**src/rtl/thcb_pkg.sv**
```systemverilog
package thcb_pkg;

  localparam int unsigned MaxSymbols = 256;
  localparam int unsigned MaxDepth   = 32;
  localparam int unsigned CountBits  = 20;
  localparam int unsigned SymW       = 8;
  localparam int unsigned LeafAw     = 8;
  localparam int unsigned NodeAw     = 9;
  localparam int unsigned NodeSlots  = 512;
  localparam int unsigned WeightW    = 28;
  localparam int unsigned DigitW     = 2;
  localparam int unsigned DigitsW    = 2 * MaxDepth;
  localparam int unsigned LenW       = 6;

  typedef enum logic {
    OP_LOAD = 1'b0,
    OP_READ = 1'b1
  } opcode_e;

  typedef struct packed {
    opcode_e             opcode;
    logic [SymW-1:0]     symbol;
    logic [CountBits-1:0] count;
    logic                last_leaf;
    logic [LeafAw-1:0]   entry_index;
  } in_t;

  typedef struct packed {
    logic [SymW-1:0]    out_symbol;
    logic [LenW-1:0]    code_length;
    logic [DigitsW-1:0] code_digits;
    logic               overflow;
    logic               entry_valid;
  } out_t;

  typedef enum logic [3:0] {
    ST_IDLE,
    ST_BUILD_INIT,
    ST_CHECK,
    ST_SCAN,
    ST_SCAN_TAIL,
    ST_CHILD,
    ST_NODE,
    ST_WALK_RD,
    ST_WALK_UP,
    ST_RESULT
  } state_e;

  typedef struct packed {
    logic load_leaf;
    logic read_start;
    logic build_init;
    logic scan_clear;
    logic finish;
    logic scan_step;
    logic child_wr;
    logic node_wr;
    logic walk_rd;
    logic walk_up;
    logic out_load;
  } cmd_t;

  typedef struct packed {
    logic in_is_read;
    logic in_last;
    logic read_ok;
    logic queued_gt1;
    logic scan_last;
    logic child_last;
    logic at_root;
    logic out_free;
  } sts_t;

endpackage

```
**src/rtl/thcb_ctrl.sv**
```systemverilog
module thcb_ctrl (
  input  logic          clk_i,
  input  logic          rst_ni,
  input  logic          in_valid_i,
  output logic          in_ready_o,
  input  thcb_pkg::sts_t sts_i,
  output thcb_pkg::cmd_t cmd_o
);
  import thcb_pkg::*;

  state_e state_q, state_d;

  always_ff @(posedge clk_i or negedge rst_ni) begin
    if (!rst_ni) begin
      state_q <= ST_IDLE;
    end else begin
      state_q <= state_d;
    end
  end

  always_comb begin
    state_d = state_q;
    unique case (state_q)
      ST_IDLE: begin
        if (in_valid_i) begin
          if (sts_i.in_is_read) begin
            state_d = sts_i.read_ok ? ST_WALK_RD : ST_RESULT;
          end else if (sts_i.in_last) begin
            state_d = ST_BUILD_INIT;
          end
        end
      end
      ST_BUILD_INIT: state_d = ST_CHECK;
      ST_CHECK:      state_d = sts_i.queued_gt1 ? ST_SCAN : ST_IDLE;
      ST_SCAN:       state_d = sts_i.scan_last ? ST_SCAN_TAIL : ST_SCAN;
      ST_SCAN_TAIL:  state_d = ST_CHILD;
      ST_CHILD:      state_d = sts_i.child_last ? ST_NODE : ST_CHILD;
      ST_NODE:       state_d = ST_CHECK;
      ST_WALK_RD:    state_d = sts_i.at_root ? ST_RESULT : ST_WALK_UP;
      ST_WALK_UP:    state_d = ST_WALK_RD;
      ST_RESULT:     state_d = sts_i.out_free ? ST_IDLE : ST_RESULT;
      default:       state_d = ST_IDLE;
    endcase
  end

  always_comb begin
    cmd_o      = '0;
    in_ready_o = 1'b0;
    unique case (state_q)
      ST_IDLE: begin
        in_ready_o        = 1'b1;
        cmd_o.load_leaf   = in_valid_i & ~sts_i.in_is_read;
        cmd_o.read_start  = in_valid_i & sts_i.in_is_read;
      end
      ST_BUILD_INIT: cmd_o.build_init = 1'b1;
      ST_CHECK: begin
        cmd_o.scan_clear = 1'b1;
        cmd_o.finish     = ~sts_i.queued_gt1;
      end
      ST_SCAN:      cmd_o.scan_step = 1'b1;
      ST_SCAN_TAIL: ;
      ST_CHILD:     cmd_o.child_wr = 1'b1;
      ST_NODE:      cmd_o.node_wr = 1'b1;
      ST_WALK_RD:   cmd_o.walk_rd = ~sts_i.at_root;
      ST_WALK_UP:   cmd_o.walk_up = 1'b1;
      ST_RESULT:    cmd_o.out_load = sts_i.out_free;
      default: ;
    endcase
  end

endmodule

```
**config.mk**
```make
export PLATFORM = sky130hd
export DESIGN_NAME = thcb_ctrl
export DESIGN_NICKNAME = d
export VERILOG_FILES = /design/src/rtl/thcb_pkg.sv /design/src/rtl/thcb_ctrl.sv
export SDC_FILE = /design/constraint.sdc
export NUM_CORES = 1
export LEC_CHECK = 0
export BUFFER_PORTS_ARGS = -buffer_cell sky130_fd_sc_hd__buf_2
export CORE_MARGIN = 5
export CORE_UTILIZATION = 30
export CTS_CLUSTER_DIAMETER = 120
export DETAILED_ROUTE_END_ITERATION = 10
export PLACE_DENSITY = 0.56
export SKIP_LAST_GASP = 1
export SLEW_MARGIN = 20
export SYNTH_ARGS = -nofsm -noshare
export SYNTH_HDL_FRONTEND = slang
export SYNTH_SLANG_ARGS = --single-unit
```
**constraint.sdc**
```tcl
create_clock -name clk_i -period 1.1 [get_ports clk_i]
set_input_delay 0 -clock clk_i [delete_from_list [all_inputs] [get_ports clk_i]]
set_output_delay 0 -clock clk_i [all_outputs]
set_load 0.02 [all_outputs]
```
Yosys cells after proc, flatten, opt, wreduce, memory -nomap -nowiden
Index checks and enable logic that the tools add are counted.

storage, ports and cells
  output and inout port bits = 12
  bits of input ports = 11
  bits in registers = 4
  word-level logic and storage cells = 40

operators by class
  equality and inequality tests = 11
  muxes and demuxes = 20
  bitwise logic cells = 5
  reductions and logical operators = 3

operator list
  kind                  number
  $pmux W4 S9           1
  $mux W4               5
  $eq A4 B3 Y1 const B  4
  $mux W1               9
  $eq A4 B2 Y1 const B  2
  $eq A4 B4 Y1 const B  2
  $mux W2               4
  $eq A4 B1 Y1 const B  1
  $logic_not A4 Y1      1
  $mux W3               1
  $ne A3 B3 Y1 const B  1
  $not A1 Y1            3
  $and A1 B1 Y1         2
  $ne A2 B2 Y1 const B  1
  $reduce_and A2 Y1     1
  $reduce_or A2 Y1      1

Logic depth before layout (Yosys ltp)
  word-level depth = 4
  depth in mapped cells = 5
  depth with buffers taken out = 4

Worst setup path after synthesis
No wires, ideal clock.

  path type = register to register
  start point = register state_q[0]
  end point = register state_q[3]
  data required time = 974 ps
  stages on the path, launching flop included = 6
  path buffers = 1
  setup time = 126 ps
  period minus slack after synthesis = 1446 ps
  path slack = -346 ps
  arrival time = 1320 ps
  path through = dfrtp_1 > buf_2 > nor4_4 > nand2_1 > nand2_1 > a21oi_1

between the ends
  word-level cells in the longest chain between the ends = 3
  elaborated cells on any way between the ends = 15
  those cells by class = eq/ne: 11; mux: 1; reduce/logical: 3

RTL lines
  element                                                    RTL line         text
  from (decl)                                                thcb_ctrl.sv:11  state_e state_q, state_d;
  from (signal assigned)                                     thcb_ctrl.sv:17  state_q <= state_d;
  $eq A4 B3 Y1 (tied with other cells)                       thcb_ctrl.sv:23  unique case (state_q)
  $reduce_or A2 Y1 (no source line) (tied with other cells)  n/a
  $pmux W4 S9 / $reduce_and A2 Y1 (equally long branches)    n/a

Parallel ways exist; a longest one is shown, timed or not.
A chain may end at the register's enable or synchronous reset.

==> key figures <==
Outcome
  – Violated checks: setup timing
  – Result of the run: finished, violations left

STA
  – Fin crit period: 1.46 ns
  – Setup-violating endpoint count in the final report: 16
  – Top achievable clock speed: 683 MHz
  – Worst Tran Pin Value: 0.323 ns
  – Unrepaired setup endpoints after global routing: yes
  – Normalized max-slew margin: 78.3%
  – Total count of hold-check failures in the final report: 0
  – Share of the cycle needed by the critical path after routing: 133%
  – Worst Clk Skew: 0.00214 ns
  – Number of pins exceeding their max-slew limit in the final report: 0
  – PnR worst setup slack: -0.364 ns
  – Final worst hold slack: 0.0659 ns

Floorplanning
  – Core region area: 1330 µm²
  – Effective utilization at floorplan: 32.6%
  – Area enclosed by the die boundary: 2310 µm²
  – I/O pin count: 23
  – Std-Cell Rows: 13
  – Die extent in x: 48.0 µm
  – Die Span Y: 48.0 µm

Power
  – Sequential fraction of design power: 11.3%
  – Fraction of power consumed by combinational cells: 81.2%
  – Internal power: 1480 µW
  – Maximum resistive drop on vdd: 1.66 mV
  – Leak pwr: 0.000445 µW
  – Switching portion of total power: 45.8%
  – PwrDens: 2780 nW/µm²
  – Clock share of power: 7.5%
  – Sw power: 1250 µW

Global route
  – Wire length of the first global-routing pass: 2700 µm
  – Global-route usage over all layers: 17.5%
  – Via count of the first global-routing pass: 604
  – Initial antenna violation count: 0
  – GRT Residual Overflow: 0
  – Pin count of the biggest net entering global routing: 8

Final layout
  – Final Cell Area: 983 µm²
  – Synth-to-Final Area Change: 127%
  – Layout filler cell count: 95
  – Register with the most flip-flops: state_q
  – Ratio of cells with drive above 1 in the final layout: 71.3%
  – Final-stage net count: 120
  – Top flop regs: state_q x4
  – Flip-flop count of the largest register, all copies and words added: 4
  – Diode count: 0

Job
  – Max_cap viols: 0

Worst setup path
  – Worst setup path startpoint: state_q[1]
  – Category of the critical setup timing path: flip-flop to output pin
  – Sort of element at the end of the critical path: output pin
  – Delay of the slowest critical-path stage: 0.46 ns
  – R2R Path Start: state_q[0]
  – Max Fanout on Critical Path: 7
  – Req. time, crit path: 1.10 ns
  – Cell chain of the critical path: nor4_4 -> nand2_1 -> nor2_4 -> buf_6
  – Worst Setup Start Kind: flip-flop
  – Crit path DAT: 1.46 ns
  – Worst path slowest cell: sky130_fd_sc_hd__dfrtp_2

Clock tree
  – CTS buffer count: 3
  – Maximum number of buffers from clock root to sink: 2
  – Htree depth: 1
  – Clock-pin slew reported for the worst setup and hold paths after clock tree synthesis: 0.04 ns
  – Clock root cell: sky130_fd_sc_hd__clkbuf_4
  – CTS tree: built
  – Number of sinks on the clock net: 4
  – Clock latency on the worst-skew pair: 0.24 ns

Detailed routing
  – Routed wirelength normalized by instance count: 15.3 µm
  – Via total after detailed routing: 629
  – Vias per Instance: 5.11
  – ANT nets after route: 0
  – Detailed-router iteration count before antenna repair: 4
  – DRC violation count after routing: 0
  – Initial DRC Count: 5
  – Post-detailed-routing wire length: 1880 µm

Synthesis
  – Cell types with the highest counts after synthesis: sky130_fd_sc_hd__nor2_1 (7), sky130_fd_sc_hd__nand2_1 (6), sky130_fd_sc_hd__nor3_1 (6)
  – Number of instances in the synthesized netlist: 58
  – Post-synthesis async set-or-reset flop share: 100%
  – Number of storage elements in the synthesis netlist: 4
  – Most repeated cell in the gate-level netlist after synthesis: sky130_fd_sc_hd__nor2_1
  – Post-synth top area share: 23.1%
  – Largest cells by area after synthesis: sky130_fd_sc_hd__dfrtp_1 (23%), sky130_fd_sc_hd__nor3_1 (6.9%), sky130_fd_sc_hd__a2111oi_4 (6.3%)
  – Post-Syn Area: 434 µm²
  – Post-synth EDFFs: 0
  – Post-synthesis sequential area ratio: 23.1%
  – Yosys warns: 0
  – Most common flop cell mapped by yosys: sky130_fd_sc_hd__dfrtp_1
  – Mean cell area of the mapped netlist: 7.49 µm²
  – Post-synth net total: 69
  – Post-synthesis cell type with the largest combined area: sky130_fd_sc_hd__dfrtp_1
  – Yosys cell types: 26

Min path
  – Startpoint of the lowest-slack hold path: sts_i[5]
  – Hold Crit Class: primary input to flip-flop

Placed design
  – Post-placement cell area: 721 µm²
  – # port buffers: 22
  – GPL Wtd Cong: 0.822
  – Detailed placer's ending HPWL: 1120 µm
-- cells by family (layout without fill, tap and decap cells) --
| logic type | Yosys count | in the layout | share of synthesized area, % |
|---|---|---|---|
| AND/OR/NAND/NOR | 33 | 33 | 44.7 |
| AO/OA/AOI/OAI | 15 | 15 | 26.2 |
| buffers and inverters | 6 | 56 | 6.05 |
| flip-flops | 4 | 4 | 23.1 |
-- worst paths after layout --
| check | slack [ns] | depth (start not counted) | to |
|---|---|---|---|
| setup / recovery | -0.36 | 4 | cmd_o[10] |
| hold / removal | 0.07 | 3 | state_q[3] |
| setup reg to reg | -0.27 | 5 | state_q[1] |
| hold reg to reg | 0.80 | 4 | state_q[3] |
| max in group asynchronous | 0.87 | 2 | state_q[1] |
| min in group asynchronous | 0.09 | 2 | state_q[2] |
-- per-stage QoR --
step	util [%]	TNS [ns]	worst slack, ns	total power (µW)	cells
floorplan	-	-1.51	-0.219	1200	58
global placement	54.0	-1.25	-0.217	1790	109
detailed placement	54.0	-1.27	-0.210	1790	109
CTS	70.1	-3.39	-0.271	2500	122
global route	73.7	-4.83	-0.416	2900	123
finish	73.7	-3.95	-0.364	2730	123
-- layout make-up --
| class | instances | area [µm²] | area share, % |
|---|---|---|---|
| multi-input combinational | 48 | 433 | 44.0 |
| timing repair buffer | 50 | 393 | 39.9 |
| sequential | 4 | 103 | 10.4 |
| clock buffer | 4 | 26.3 | 2.67 |
| tap | 15 | 18.8 | 1.91 |
| inverter | 2 | 10.0 | 1.02 |
-- worst max-delay path, delay by kind of cell (launching register included) --
kind / cells / cell delay (ns)
simple gates: 3 / 0.65
buf+inv: 1 / 0.12
flops: 1 / 0.46
-- repair_timing --
| item | 4_1_cts | 5_1_grt |
|---|---|---|
| setup endpoints to repair | 16 | 16 |
| setup buffers | 8 | 1 |
| hold buffers | 1 | 0 |
| pin swaps | 4 | 1 |
| resized for setup | 35 | 10 |
| endpoints found under the hold margin | 4 | 0 |
-- power by group through the flow --
stage | clock network, µW | logic, µW | registers [µW]
CTS | 208 | 1990 | 303
finish | 205 | 2220 | 310
floorplan | 0 | 897 | 299
detailed placement | 0 | 1490 | 304
global placement | 0 | 1490 | 306
global route | 222 | 2370 | 314
-- layout by cell type (no fill, tap or decap) --
cell,n
sky130_fd_sc_hd__nand2_1,2
sky130_fd_sc_hd__o21ai_0,2
sky130_fd_sc_hd__nor4_4,3
sky130_fd_sc_hd__o22ai_1,1
sky130_fd_sc_hd__and3_2,1
sky130_fd_sc_hd__nor3_2,2
sky130_fd_sc_hd__o21ai_1,2
sky130_fd_sc_hd__nand2_2,1
sky130_fd_sc_hd__nor2_1,3
sky130_fd_sc_hd__nor3_1,2
sky130_fd_sc_hd__nand2b_2,1
sky130_fd_sc_hd__and2_1,1
sky130_fd_sc_hd__o21bai_1,1
sky130_fd_sc_hd__dfrtp_2,2
sky130_fd_sc_hd__nor2b_1,2
sky130_fd_sc_hd__a2111oi_4,1
sky130_fd_sc_hd__inv_4,1
sky130_fd_sc_hd__dfrtp_1,2
sky130_fd_sc_hd__clkbuf_1,1
sky130_fd_sc_hd__nand2b_1,2
sky130_fd_sc_hd__clkbuf_4,3
sky130_fd_sc_hd__nand2_4,3
sky130_fd_sc_hd__a21oi_1,3
sky130_fd_sc_hd__o311a_1,1
sky130_fd_sc_hd__a41oi_1,1
sky130_fd_sc_hd__nor2_2,2
sky130_fd_sc_hd__inv_1,1
sky130_fd_sc_hd__buf_2,12
sky130_fd_sc_hd__a21oi_2,2
sky130_fd_sc_hd__a2bb2oi_1,1
sky130_fd_sc_hd__buf_6,12
sky130_fd_sc_hd__nand4b_1,1
sky130_fd_sc_hd__nand3b_1,1
sky130_fd_sc_hd__dlygate4sd3_1,1
sky130_fd_sc_hd__nor3_4,2
sky130_fd_sc_hd__nand2b_4,2
sky130_fd_sc_hd__buf_4,25
sky130_fd_sc_hd__nor2_4,2
-- layer usage --
metal	global-route usage [%]	part of all wire, %	up-vias
li1	-	-	311
met1	20.8	41	293
met2	28.0	51	21
met3	5.64	6.8	4
met4	9.14	1.4	0
met5	0	0	-
(Power assumes the default switching activity.)
